===== config.mk =====
export PLATFORM = sky130hd
export DESIGN_NAME = ems_bank_memory_mapper
export DESIGN_NICKNAME = d
export VERILOG_FILES = /design/src/rtl/ebm_pkg.sv /design/src/rtl/ebm_regs.sv /design/src/rtl/ebm_decode.sv /design/src/rtl/ems_bank_memory_mapper.sv
export SDC_FILE = /design/constraint.sdc
export NUM_CORES = 1
export LEC_CHECK = 0
export BUFFER_PORTS_ARGS = -buffer_cell sky130_fd_sc_hd__buf_2
export CAP_MARGIN = 20
export CELL_PAD_IN_SITES_DETAIL_PLACEMENT = 1
export CELL_PAD_IN_SITES_GLOBAL_PLACEMENT = 2
export CORE_ASPECT_RATIO = 1.4
export CORE_MARGIN = 4
export CORE_UTILIZATION = 33
export DETAILED_ROUTE_END_ITERATION = 6
export PLACE_DENSITY = 0.84
export SLEW_MARGIN = 10
export SYNTH_ARGS = -nofsm -noshare
export SYNTH_HDL_FRONTEND = slang
export SYNTH_SLANG_ARGS = --single-unit

===== constraint.sdc =====
create_clock -name clk -period 4.5 [get_ports clk]
set_input_delay 0.675 -clock clk [delete_from_list [all_inputs] [get_ports clk]]
set_output_delay 0.675 -clock clk [all_outputs]
set_load 0.05 [all_outputs]

===== src/rtl/ebm_pkg.sv =====
`timescale 1ns / 1ps
package ebm_pkg;

  localparam int EMS_SETS_DEF    = 4;
  localparam int EMS_WINDOWS_DEF = 4;

  // Set and window indexes are carried at the widest legal size.
  localparam int IDX_W = 2;

  typedef enum logic [1:0] {
    FN_MEM_RD = 2'd0,
    FN_MEM_WR = 2'd1,
    FN_IO_RD  = 2'd2,
    FN_IO_WR  = 2'd3
  } func_t;

  typedef enum logic [2:0] {
    TGT_NONE  = 3'd0,
    TGT_RAM   = 3'd1,
    TGT_VRAM  = 3'd2,
    TGT_IPL   = 3'd3,
    TGT_KANJI = 3'd4,
    TGT_EMS   = 3'd5
  } target_t;

  localparam logic [23:0] RAM_END      = 24'h0a0000;
  localparam logic [8:0]  VRAM_PAGE    = 9'h017;   // 0x0B8000 >> 15
  localparam logic [7:0]  EMS_SEG      = 8'h0d;
  localparam logic [7:0]  KANJI_SEG    = 8'h0e;
  localparam logic [7:0]  IPL_SEG_LO   = 8'h0f;
  localparam logic [7:0]  IPL_SEG_HI   = 8'hff;
  localparam logic [7:0]  UNMAPPED_RD  = 8'hff;

  // Page register port, low 14 bits, one per set.
  localparam logic [13:0] PAGE_PORT [4] = '{14'h208, 14'h218, 14'h258, 14'h268};

  typedef struct packed {
    target_t     target;
    logic [22:0] offset;
    logic        write_enable;
    logic [7:0]  read_data;
  } result_t;

  typedef struct packed {
    logic             page_we;
    logic [IDX_W-1:0] page_set;
    logic [IDX_W-1:0] page_win;
    logic [7:0]       page_data;
    logic             kanji_we;
    logic [4:0]       kanji_data;
  } reg_wr_t;

endpackage


===== src/rtl/ebm_regs.sv =====
`timescale 1ns / 1ps
module ebm_regs
  import ebm_pkg::*;
#(
  parameter int EMS_SETS    = EMS_SETS_DEF,
  parameter int EMS_WINDOWS = EMS_WINDOWS_DEF
) (
  input  logic                                    clk,
  input  logic                                    rst,
  input  reg_wr_t                                 wr,
  output logic [EMS_SETS-1:0][EMS_WINDOWS-1:0][7:0] pages,
  output logic [4:0]                              kanji
);

  always_ff @(posedge clk) begin
    if (rst) begin
      pages <= '0;
      kanji <= '0;
    end else begin
      for (int s = 0; s < EMS_SETS; s++) begin
        for (int w = 0; w < EMS_WINDOWS; w++) begin
          if (wr.page_we && wr.page_set == IDX_W'(s) && wr.page_win == IDX_W'(w)) begin
            pages[s][w] <= wr.page_data;
          end
        end
      end
      if (wr.kanji_we) begin
        kanji <= wr.kanji_data;
      end
    end
  end

endmodule


===== src/rtl/ebm_decode.sv =====
`timescale 1ns / 1ps
module ebm_decode
  import ebm_pkg::*;
#(
  parameter int EMS_SETS    = EMS_SETS_DEF,
  parameter int EMS_WINDOWS = EMS_WINDOWS_DEF
) (
  input  logic [1:0]                              func,
  input  logic [23:0]                             addr,
  input  logic [7:0]                              data,
  input  logic                                    active,
  input  logic [EMS_SETS-1:0][EMS_WINDOWS-1:0][7:0] pages,
  input  logic [4:0]                              kanji,
  output result_t                                 res,
  output reg_wr_t                                 wr
);

  target_t          mem_tgt;
  logic [22:0]      mem_ofs;
  logic             mem_writable;
  logic [7:0]       ems_reg;
  logic             ems_hit;
  logic [IDX_W-1:0] ems_set;
  logic [IDX_W-1:0] win;
  logic             io_hit;
  logic [IDX_W-1:0] io_set;
  logic [7:0]       io_reg;

  assign win = addr[15:14];

  // Lowest enabled set wins: scan downward so it is assigned last.
  always_comb begin
    ems_hit = 1'b0;
    ems_set = '0;
    ems_reg = '0;
    for (int s = EMS_SETS - 1; s >= 0; s--) begin
      for (int w = 0; w < EMS_WINDOWS; w++) begin
        if (win == IDX_W'(w) && pages[s][w][7]) begin
          ems_hit = 1'b1;
          ems_set = IDX_W'(s);
          ems_reg = pages[s][w];
        end
      end
    end
  end

  always_comb begin
    mem_tgt      = TGT_NONE;
    mem_ofs      = '0;
    mem_writable = 1'b0;
    if (addr < RAM_END) begin
      mem_tgt      = TGT_RAM;
      mem_ofs      = addr[22:0];
      mem_writable = 1'b1;
    end else if (addr[23:15] == VRAM_PAGE) begin
      mem_tgt      = TGT_VRAM;
      mem_ofs      = {8'd0, addr[14:0]};
      mem_writable = 1'b1;
    end else if (addr[23:16] == EMS_SEG) begin
      if (ems_hit) begin
        mem_tgt      = TGT_EMS;
        mem_ofs      = {ems_set, ems_reg[6:0], addr[13:0]};
        mem_writable = 1'b1;
      end
    end else if (addr[23:16] == KANJI_SEG) begin
      if (kanji[4]) begin
        mem_tgt = TGT_KANJI;
        mem_ofs = {3'd0, kanji[3:0], addr[15:0]};
      end
    end else if (addr[23:16] inside {IPL_SEG_LO, IPL_SEG_HI}) begin
      mem_tgt = TGT_IPL;
      mem_ofs = {7'd0, addr[15:0]};
    end
  end

  always_comb begin
    io_hit = 1'b0;
    io_set = '0;
    io_reg = UNMAPPED_RD;
    for (int s = 0; s < EMS_SETS; s++) begin
      for (int w = 0; w < EMS_WINDOWS; w++) begin
        if (addr[13:0] == PAGE_PORT[s] && win == IDX_W'(w)) begin
          io_hit = 1'b1;
          io_set = IDX_W'(s);
          io_reg = pages[s][w];
        end
      end
    end
  end

  always_comb begin
    res = '{target: TGT_NONE, offset: '0, write_enable: 1'b0, read_data: '0};
    wr  = '{page_we: 1'b0, page_set: io_set, page_win: win, page_data: data,
            kanji_we: 1'b0, kanji_data: {data[7], data[3:0]}};
    case (func)
      FN_MEM_RD: begin
        res.target = mem_tgt;
        res.offset = mem_ofs;
        if (mem_tgt == TGT_NONE) begin
          res.read_data = UNMAPPED_RD;
        end
      end
      FN_MEM_WR: begin
        if (addr[23:16] == KANJI_SEG) begin
          wr.kanji_we = active;
        end else if (mem_writable) begin
          res.target       = mem_tgt;
          res.offset       = mem_ofs;
          res.write_enable = 1'b1;
        end
      end
      FN_IO_RD: begin
        res.read_data = io_reg;
      end
      FN_IO_WR: begin
        wr.page_we = active && io_hit;
      end
      default: begin
        res.target = TGT_NONE;
      end
    endcase
  end

endmodule


===== src/rtl/ems_bank_memory_mapper.sv =====
`timescale 1ns / 1ps
// Input register, one decode pass, result register; a request's result shows from the latter.
// Throughput: one request per cycle while out_stall does not hold the output.
// Page and kanji bank register writes land as the request moves to the result register,
// so the following request sees them.
// Reset (rst, synchronous): page registers and kanji bank cleared, both stages empty.
module ems_bank_memory_mapper
  import ebm_pkg::*;
#(
  parameter int EMS_SETS    = EMS_SETS_DEF,
  parameter int EMS_WINDOWS = EMS_WINDOWS_DEF
) (
  input  logic        clk,
  input  logic        rst,
  input  logic        in_valid,
  output logic        in_stall,
  input  logic [1:0]  func,
  input  logic [23:0] addr,
  input  logic [7:0]  data,
  output logic        out_valid,
  input  logic        out_stall,
  output logic [2:0]  target,
  output logic [22:0] offset,
  output logic        write_enable,
  output logic [7:0]  read_data
);

  logic        req_valid;
  logic [1:0]  req_func;
  logic [23:0] req_addr;
  logic [7:0]  req_data;
  logic        out_adv;
  logic        fire;
  result_t     res;
  reg_wr_t     wr;
  logic [EMS_SETS-1:0][EMS_WINDOWS-1:0][7:0] pages;
  logic [4:0]  kanji;

  assign out_adv  = !out_valid || !out_stall;
  assign in_stall = req_valid && !out_adv;
  assign fire     = req_valid && out_adv;

  always_ff @(posedge clk) begin
    if (rst) begin
      req_valid <= 1'b0;
    end else if (!in_stall) begin
      req_valid <= in_valid;
    end
  end

  always_ff @(posedge clk) begin
    if (!in_stall && in_valid) begin
      req_func <= func;
      req_addr <= addr;
      req_data <= data;
    end
  end

  ebm_decode #(
    .EMS_SETS    (EMS_SETS),
    .EMS_WINDOWS (EMS_WINDOWS)
  ) u_decode (
    .func   (req_func),
    .addr   (req_addr),
    .data   (req_data),
    .active (fire),
    .pages  (pages),
    .kanji  (kanji),
    .res    (res),
    .wr     (wr)
  );

  ebm_regs #(
    .EMS_SETS    (EMS_SETS),
    .EMS_WINDOWS (EMS_WINDOWS)
  ) u_regs (
    .clk   (clk),
    .rst   (rst),
    .wr    (wr),
    .pages (pages),
    .kanji (kanji)
  );

  always_ff @(posedge clk) begin
    if (rst) begin
      out_valid <= 1'b0;
    end else if (out_adv) begin
      out_valid <= req_valid;
    end
  end

  always_ff @(posedge clk) begin
    if (fire) begin
      target       <= res.target;
      offset       <= res.offset;
      write_enable <= res.write_enable;
      read_data    <= res.read_data;
    end
  end

  a_we_target : assert property (@(posedge clk) disable iff (rst)
    out_valid && write_enable |->
      (target == TGT_RAM || target == TGT_VRAM || target == TGT_EMS))
    else $error("write enable on a non-writable target");

  a_none_offset : assert property (@(posedge clk) disable iff (rst)
    out_valid && target == TGT_NONE |-> offset == '0)
    else $error("nonzero offset with no target");

  a_stall_full : assert property (@(posedge clk) disable iff (rst)
    in_stall |-> req_valid && out_valid)
    else $error("input stalled while a stage is free");

  a_reg_write_fire : assert property (@(posedge clk) disable iff (rst)
    wr.page_we || wr.kanji_we |-> fire)
    else $error("register write without a request moving");

endmodule

# After elaboration in Yosys (flattened, before gate mapping)
# Cells that the tools add are included.
# classes
n_lt_le_gt_ge,1
eq_ne,18
mux,118
bitwise,1
n_reduce_logical,67
# ops
cell,n
$mux W8,17
$mux W23,5
$mux W7,16
$eq A14 B10 Y1 const B,4
$logic_and A1 B1 Y1,56
$mux W27,2
$pmux W26 S2,1
$mux W2,25
$mux W1,43
$eq A8 B4 Y1 const B,3
$lt A24 B20 Y1 const B,1
$mux W20,1
$mux W3,6
$mux W16,1
$pmux W8 S2,1
$eq A2 B2 Y1 const B,6
$eq A9 B5 Y1 const B,1
$eq A8 B8 Y1 const B,1
$eq A2 B1 Y1 const B,3
$logic_not A2 Y1,3
$logic_not A1 Y1,4
$logic_not A3 Y1,1
$reduce_bool A2 Y1,1
$reduce_or A2 Y1,1
2 further kinds,2
# word_totals
ff_bits,204
input_bits,38
wordCells,231

# Logic depth before layout (Yosys ltp)
# Gate-level depths: netlist of the first run.
# logic_depth
depth_word,25
ltp_mapped,10
ltp_nobuf,6

# Hierarchy
# A second synthesis of the first run with hierarchy kept.
# unflattened
hier_cells,1082
hier_area_um2,10877.9
# modules_own_cells
mod,instances,cells_each,area_each_um2,seq_area_each_um2
ebm_regs,1,469,5297.6,2662.6
ebm_decode,1,534,3422.0,0.0
ems_bank_memory_mapper,1,79,2158.3,2112.0

# Worst setup path before layout of the first run
# Ideal clock, no wire load.
# synth_path
path_type,input to register
start,input out_stall
end,"register, netlist name u_regs.pages[0]"
setup_time_ns,0.132
arrival_time_ns,4.626
required_ns,4.368
setup_slack_ns,-0.258
path_stages,6
n_path_buf,0
path_cell_list,a21boi_0 > nand3_1 > nor3_1 > nand2_1 > nand2_1 > a21oi_1
# synth_between
elab_chain_cells,7
# synth_lines
element,line,text
"start, declared",ems_bank_memory_mapper.sv:21,"input logic out_stall,"
$logic_not A1 Y1,ems_bank_memory_mapper.sv:39,assign out_adv = !out_valid || !out_stall;
$logic_or A1 B1 Y1,ems_bank_memory_mapper.sv:39,
$logic_and A1 B1 Y1,ems_bank_memory_mapper.sv:41,assign fire = req_valid && out_adv;
$logic_and A1 B1 Y1,ebm_decode.sv:116,wr.page_we = active && io_hit;
$mux W1,ebm_decode.sv:95,case (func)
$logic_and A1 B1 Y1 (2 in series),ebm_regs.sv:22,if (wr.page_we && wr.page_set == IDX_W'(s) && wr.page_win == IDX_W'(w)) begin
# No other way between the ends.
# A chain may end at the register's enable or synchronous reset.

==> results.cfg, run 1 <==
[logic_synthesis]
synth_cell_types = 72
yosys.area.top_type = dfxtp_1
netlist_instances = 1240
synth_commonest_cells = 338 x nand2_1, 184 x a21oi_1, 135 x dfxtp_1
yosysSeqAreaShare = 0.458
synth-seq-cells = 204
synth_top_area_share = 0.259
synthFlopType = dfxtp_1
async_flop_share = 0
yosys_warnings = 0
syn_nets = 1278
synth_area_per_cell_um2 = 8.40
synth.most_common_cell = nand2_1
synth-edff-count = 69
syn_area_mm2 = 0.0104
ys_top_cells_by_area = dfxtp_1 26%, edfxtp_1 20%, nand2_1 12%, a21oi_1 8.8%, mux4_2 3.0%

[worst_setup_path]
critPathArrivalTime_ns = 3.67
ff2ff_setup_slack_ns = 1.06
critPathMaxFanout = 11
reg2reg_to = read_data[6]
rr_worst_depth = 5
cp-end-kind = flop
rr_startpoint = req_addr[2]
crit_type = flop to flop
worstSetupStartpointType = flop
cp.required_ns = 4.72

[detailed_routing]
first_pass_iters = 5
drc = 0
ant_nets = 0
drt-initial-drc-count = 826
post_drt_wl_per_cell_um = 26.6
route.vias.total = 10000
vias_per_cell = 5.96
routed_wirelength_mm = 44.6

[sta]
finalMaxSlewViolations = 0
finalSetupViolations = 0
hold_ws_ns = 0.324
hold_violations = 0
clock-skew-final_ns = 0.0218
setup_tns_ns = 0
rsz0062_at_grt = false
min_period_over_period = 0.765
post-route-min-period_ns = 3.44
fmax_mhz = 290
tightest_slew_ns = 1.10
slew_headroom = 0.267

[global_route]
grt_max_degree = 55
grt_pass1_wl_mm = 66.3
gr-usage-all-layers = 0.255
grt_pass1_vias = 10300
overflow = 0
antenna_found_initial = 0

[placement]
gp_congestion = 0.997
dpl.hpwl_mm = 33.7
portBuffers = 74

[floorplan]
start_util = 0.336
core.rowCount = 76
core-area_mm2 = 0.0310
die_w_um = 158
top_level_ports = 75
die-height_um = 218
die_area_mm2 = 0.0345

[clocking]
cts_buffers = 22
ctsResizeCount = 0
hold_buffers = 0
clk_pin_slew_ns = 0.07
post_cts_buffers = 0
clock-sinks = 204
htreeDepth = 1
clock_latency_ns = 0.53
cts_tree = yes
cts-root-buf = clkbuf_16
clock_path_buffers = 3

[final_layout]
seq_area_mm2 = 0.00477
drive_above_1_share = 0.130
fillers = 3703
syn_to_final_growth_pct = 13.2
multiInputGateArea_mm2 = 0.00527
nets = 1310

[power]
peakVddDrop_uv = 209
p_leak_nw = 3.72
power_density_mw_per_mm2 = 342
finalPower_mw = 4.04

[worst_hold_path]
hp-class = input pin to flop
min_path_cells = 1
min_from = addr[23]
whs_endpoint = req_addr[23]

[run]
cap_violations = 0

[status]
status = finished, final reports clean
-- cells by family after synthesis --
kind of cell    count (synthesis)  synth area share
buf+inv                        99            0.0386
compound gates                349             0.206
mux                            46            0.0622
flops                         204             0.458
simple gates                  542             0.235
-- layout make-up --
| cell class | instances | area share |
|---|---|---|
| Clock inverter | 9 | 0.00456 |
| Multi-Input combinational cell | 937 | 0.447 |
| Timing Repair Buffer | 92 | 0.0442 |
| Tap cell | 390 | 0.0414 |
| Inverter | 15 | 0.00478 |
| Sequential cell | 204 | 0.405 |
| Antenna cell | 1 | 0.000212 |
| Clock buffer | 31 | 0.0531 |
-- per-stage QoR --
stage / setup WS (ns) / instances / util / cell area (um^2)
6_report: 1.06 / 1679 / 0.380 / 11800
5_1_grt: 0.901 / 1678 / 0.380 / 11800
4_1_cts: 1.11 / 1677 / 0.380 / 11800
3_5_place_dp: 1.11 / 1637 / 0.358 / 11100
3_3_place_gp: 0.972 / 1637 / 0.357 / 11100
2_1_floorplan: 0.821 / 1240 / - / 10400
-- sequential cells by signal, summed over array words and instances (netlist names) --
name          count
target            3
write_enable      1
u_regs.pages    128
req_valid         1
req_data          8
req_func          2
req_addr         24
offset           23
read_data         8
out_valid         1
u_regs.kanji      5
-- cell usage in the layout, fill, tap and decap left out, drive strengths merged, types with 13 or more instances in the layout --
master / n
clkbuf: 31
buf: 92
a31oi: 16
nor2: 59
nor3: 15
o21ai: 43
nor2b: 13
nand3: 23
nand2: 338
mux4: 14
a21oi: 185
and2: 20
inv: 17
edfxtp: 69
mux2i: 22
dfxtp: 135
-- worst max path at each step --
stage	from	end	slack (ns)	cells after the start
4_1_cts	req_addr[2]	read_data[6]	1.11	5
3_3_place_gp	req_addr[4]	u_regs.pages[58]	0.97	5
6_report	req_addr[2]	read_data[6]	1.06	5
5_1_grt	req_addr[2]	read_data[6]	0.90	5
2_1_floorplan	out_stall	u_regs.pages[0]	0.82	6
3_5_place_dp	req_addr[2]	read_data[6]	1.11	5
-- power by group --
part	internal [mW]	switching (mW)
Clock	0.976	0.767
Combinational	0.0773	0.211
Sequential	1.94	0.0633
Total	3.00	1.04
-- worst max-delay path, stage by stage, from the launching register on --
cell,delay [ns]
edfxtp_1,0.40
nor4b_2,0.93
and3_1,0.60
nand2_1,0.22
a2111oi_0,0.76
o221ai_1,0.23
-- routing by layer --
metal  up-vias  wire length, um  global-route usage
li1       4526                -                   -
met1      4966            17200               0.298
met2       383            21700               0.437
met3       139             2280              0.0299
met4         0             3380               0.160
met5         -                0                   0
Power figures use the tool's default switching activity.
==> run 2, diff against run 1 <==
- CORE_UTILIZATION: 33 -> 35
- PLACE_DENSITY: 0.84 -> 0.85
- clock period: 4.5 -> 3.2 ns (I/O delays scaled with it)
==> run 2 against run 1 <==
Against the previous run: wire length is 4.1% higher; die area is 5.5% lower; power is 51% higher; hold slack worse by 0.20 ns; worst setup slack worse by 0.68 ns; highest routed layer unchanged; clock skew is 0.010 ns lower; critical path depth is 4 higher; sequential share of layout area is 1.9 points lower; sequential power is 40% higher; first-iteration DRC count is 20% lower; combinational power is 52% higher; clock-buffer cell count is 4 higher.
==> results.cfg, run 2 (synthesis results as in run 1) <==
[sta]
tightest_slew_ns = 1.16
min_period_over_period = 0.881
finalSetupViolations = 0
clock-skew-final_ns = 0.0114
finalMaxSlewViolations = 0
rsz0062_at_grt = false
fmax_mhz = 355
hold_violations = 0
post-route-min-period_ns = 2.82
setup_tns_ns = 0
slew_headroom = 0.226

[worst_setup_path]
cp_top_family = compound AO/OA/AOI/OAI gates
cpPeakStageDelay_ns = 0.65
crit_type = flop to flop
cp.required_ns = 3.48
worstPathCellList = buf_4 -> buf_4 -> buf_4 -> inv_2 -> a311oi_1 -> nor3_1 -> o31a_1 -> o21ai_0 -> a21oi_1
critPathArrivalTime_ns = 3.10
cp-end-kind = flop
worstSetupStartpointType = flop
critPathMaxFanout = 24
crit_slowest_cell = a311oi_1
cp_common_cell = buf_4
crit_buf_inv = 4

[detailed_routing]
vias_per_cell = 5.92
drc = 0
post_drt_wl_per_cell_um = 26.9
routed_wirelength_mm = 46.4
drt-initial-drc-count = 659
route.vias.total = 10200
ant_nets = 0
first_pass_iters = 5

[global_route]
overflow = 0
grt_pass1_vias = 10600
antenna_found_initial = 0
grt_max_degree = 86
grt_pass1_wl_mm = 68.9
gr-usage-all-layers = 0.278

[final_layout]
nets = 1369
final_util = 0.422
diodes = 0
registers.top_by_ff_count = u_regs.pages
largest_reg_flops = 128
syn_to_final_growth_pct = 18.6
final_common_cell = nand2_1
final_cells = 1727
drive_above_1_share = 0.170
reg_top3 = u_regs.pages x128, req_addr x24, offset x23
final_cell_mix = 338 x nand2_1, 184 x a21oi_1, 135 x dfxtp_1, 76 x buf_4, 73 x buf_2

[floorplan]
top_level_ports = 75
core.rowCount = 74
die-height_um = 212
core-area_mm2 = 0.0293
die_area_mm2 = 0.0326
start_util = 0.356
die_w_um = 154

[placement]
gp_congestion = 0.979
dpl.hpwl_mm = 34.4
portBuffers = 74
dpl.cell_count = 1683

[clocking]
clock-sinks = 204
cts_buffers = 22
htreeDepth = 1
clk_pin_slew_ns = 0.07
hold_buffers = 0
clock_path_buffers = 3
cts_tree = yes
cts-root-buf = clkbuf_16
clock_latency_ns = 0.53

[status]
status = finished, final reports clean

[power]
peakVddDrop_uv = 241
p_leak_nw = 4.08
power_density_mw_per_mm2 = 493
finalPower_mw = 6.09

[worst_hold_path]
hp-class = input pin to flop

[run]
cap_violations = 0
## run 2: report_power, final
part           switching (mW)  internal [mW]  leakage, nW
sequential             0.0821           2.73         1.73
clock                    1.12           1.72        0.402
combinational           0.314          0.124         1.94
total                    1.51           4.58         4.08
## run 2: worst register-to-register path, stage by stage (launching register included)
cell	delay, ns
edfxtp_1	0.33
buf_4	0.17
buf_4	0.15
buf_4	0.28
inv_2	0.27
a311oi_1	0.66
nor3_1	0.13
o31a_1	0.33
o21ai_0	0.17
a21oi_1	0.08
## run 2: stage by stage
step	hold WS (ns)	instance area, um^2	setup WS (ns)
2_1_floorplan	0.437	10400	0.228
3_3_place_gp	0.456	11500	0.269
3_5_place_dp	0.463	11500	0.227
4_1_cts	0.110	12300	0.195
5_1_grt	0.112	12400	0.260
6_report	0.122	12400	0.380
## run 2: worst paths after layout
| path | startpoint | end | slack, ns | cells past startpoint |
|---|---|---|---|---|
| max | req_addr[14] | offset[20] | 0.38 | 9 |
| min reg2reg | u_regs.pages[57] | u_regs.pages[57] | 0.47 | 2 |
| min | addr[21] | req_addr[21] | 0.12 | 1 |
| max reg2reg | req_addr[14] | offset[20] | 0.38 | 9 |
## run 2: timing repair
action                                  4_1_cts  5_1_grt
setup buffers                                 0        4
gates resized for setup                       0        0
endpoints found under the setup margin        0        1
## run 2: area by class of cell
| type | instances | area, um^2 |
|---|---|---|
| fillers | 3495 | 16900 |
| multi-input cells | 937 | 5260 |
| flip-flops and latches | 204 | 4770 |
| repair buffers | 151 | 976 |
| clock buffers | 35 | 724 |
| well taps | 380 | 475 |
| clock inverters | 5 | 85.1 |
| inverters | 15 | 56.3 |
## run 2: routing by layer
metal | global-route usage | share of wire | routed length, um | vias to the layer above
met5 | 0 | 0 | 0 | -
met4 | 0.142 | 0.059 | 2740 | 0
met3 | 0.0346 | 0.049 | 2290 | 133
met2 | 0.490 | 0.50 | 23100 | 332
met1 | 0.332 | 0.40 | 18300 | 5131
li1 | - | - | - | 4630
==> run 3, diff against run 2 <==
- PLACE_DENSITY: 0.85 -> 0.81
- SYNTH_HIERARCHICAL: not set -> 1
==> run 3 against run 2 <==
Against the previous run: non-clock buffer count is 14 lower; sequential cell count is the same; maximum frequency shrank 7.3%; die area rose by 4.2%; critical path depth shrank 1; sequential power down 2%; critical endpoint is now offset[15]; clock power is 11% lower; critical path type unchanged; hold slack improved by 0.014 ns; final area is 0.98% higher; power decreased by 5.5%; clock-buffer cell count down 2.
==> results.cfg, run 3 <==
[placement]
gp_congestion = 0.937
portBuffers = 74
dp_slack_ns = -0.0112
dpl.hpwl_mm = 29.2
place_area_mm2 = 0.0117
dpl.cell_count = 1509

[detailed_routing]
route.vias.total = 8899
drt-initial-drc-count = 699
ant_nets = 0
vias_per_cell = 5.73
drc = 0
routed_wirelength_mm = 39.2
first_pass_iters = 5
post_drt_wl_per_cell_um = 25.3

[worst_setup_path]
cp-end-kind = flop
worstPathCellList = buf_4 -> nor2b_1 -> a2111oi_0 -> nor4_1 -> a311oi_1 -> a2111oi_1 -> o21ai_0 -> a21oi_1
crit_slowest_cell = a2111oi_1
worstSetupStartpointType = flop
cpPeakStageDelay_ns = 0.54
critPathArrivalTime_ns = 3.38
cp.required_ns = 3.54
critPathMaxFanout = 14
crit_type = flop to flop

[logic_synthesis]
yosys_warnings = 6
synth_simple_gate_area_frac = 0.206
synth-edff-count = 69
synth_top_family_by_area = simple AND/OR/NAND/NOR gates
synth-adder-area-share = 0
synth_top_area_share = 0.248
syn_area_mm2 = 0.0109
synth-seq-cells = 204
synth_commonest_cells = 147 x mux2i_1, 147 x nand2b_1, 135 x dfxtp_1
synth_compound_area_frac = 0.146
netlist_instances = 1082
synth_cell_types = 80
synthFlopType = dfxtp_1
async_flop_share = 0
yosys.area.top_type = dfxtp_1
yosysSeqAreaShare = 0.439
synth_area_per_cell_um2 = 10.1
synth-xor-area-share = 0
yosys-mux-area-fraction = 0.160
ys_top_cells_by_area = dfxtp_1 25%, edfxtp_1 19%, mux2i_1 14%, nand2b_1 8.5%, a21oi_1 2.4%
syn_nets = 1120

[global_route]
grt_pass1_vias = 9220
grt_max_degree = 56
met3_usage = 0.0292
grt_pass1_wl_mm = 58.9
antenna_found_initial = 0
gr-usage-all-layers = 0.228
globalRouteMet1Util = 0.265
overflow = 0
busiest_layer = met2
grtUsageMet2 = 0.402

[final_layout]
stdcell_area_mm2 = 0.0125
largest_reg_flops = 128
nets = 1184
final_util = 0.406
reg_top3 = u_regs/pages x128, req_addr x24, offset x23
final_cell_mix = 147 x mux2i_1, 147 x nand2b_1, 135 x dfxtp_1, 73 x buf_2, 69 x edfxtp_1
final_cells = 1552
syn_to_final_growth_pct = 14.7
fillers = 3460
registers.top_by_ff_count = u_regs/pages
drive_above_1_share = 0.188
diodes = 0

[clocking]
htreeDepth = 1
clock_path_buffers = 3
clock-sinks = 204
clock_latency_ns = 0.52
cts_buffers = 22
clk_pin_slew_ns = 0.07
hold_buffers = 0
cts_tree = yes
cts-root-buf = clkbuf_16

[floorplan]
core-area_mm2 = 0.0307
die_area_mm2 = 0.0340
die_w_um = 157
top_level_ports = 75
core.rowCount = 76
start_util = 0.354
die-height_um = 217

[sta]
slew_headroom = 0.289
clock-skew-final_ns = 0.0143
setup_ws_ns = 0.156
hold_violations = 0
rsz0062_at_grt = false
post-route-min-period_ns = 3.04
hold_ws_ns = 0.136
finalSetupViolations = 0
fmax_mhz = 329
tightest_slew_ns = 1.07
min_period_over_period = 0.951
setup_tns_ns = 0
finalMaxSlewViolations = 0

[status]
status = finished, final reports clean

[power]
power_density_mw_per_mm2 = 461
finalPower_mw = 5.76
p_leak_nw = 5.19
peakVddDrop_uv = 361

[run]
cap_violations = 0

[worst_hold_path]
hp-class = input pin to flop
==> run 3: layer usage <==
layer  up-vias  routed length [um]  part of all wire
li1       4079                   -                 -
met1      4431               15200              0.39
met2       274               20100              0.51
met3       115                1590             0.041
met4         0                2330             0.059
met5         -                   0                 0
==> run 3: worst max-delay path: cells and delay by family (launching register included) <==
| kind | cells | cell delay [ns] |
|---|---|---|
| compound gates | 5 | 1.32 |
| buf+inv | 1 | 0.25 |
| flops | 1 | 0.51 |
| simple gates | 2 | 0.76 |
==> run 3: layout make-up <==
cell class                      count  area, um^2  share of cell area
Clock inverter                      7        62.6             0.00502
Timing Repair Buffer              137         883              0.0708
Multi-Input combinational cell    772        5590               0.448
Tap cell                          390         488              0.0391
Inverter                            9        33.8             0.00271
Clock buffer                       33         643              0.0516
Sequential cell                   204        4770               0.383
==> run 3: path summary, 6_finish.rpt <==
path / start / to / slack [ns] / cells past startpoint
hold / removal: data[3] / req_data[3] / 0.14 / 1
setup reg to reg: req_addr[14] / offset[15] / 0.16 / 8
setup / recovery: req_addr[14] / offset[15] / 0.16 / 8
hold reg to reg: u_regs/pages[40] / u_regs/pages[40] / 0.49 / 2
==> run 3: logic make-up after synthesis <==
kind of cell           Yosys count
DFF                            204
AOI/OAI and AO/OA              236
muxes                          160
and+or+nand+nor                376
buffers and inverters          106
==> run 3: repair_timing <==
action	in CTS	in global routing
setup endpoints to repair	1	1
setup buffers	0	3
pin swaps	0	1
resized for setup	1	1
==> run 3: report_power, final <==
part,switching (mW),total [mW],internal [mW]
clock,1.06,2.53,1.47
combinational,0.324,0.468,0.144
sequential,0.0287,2.76,2.73
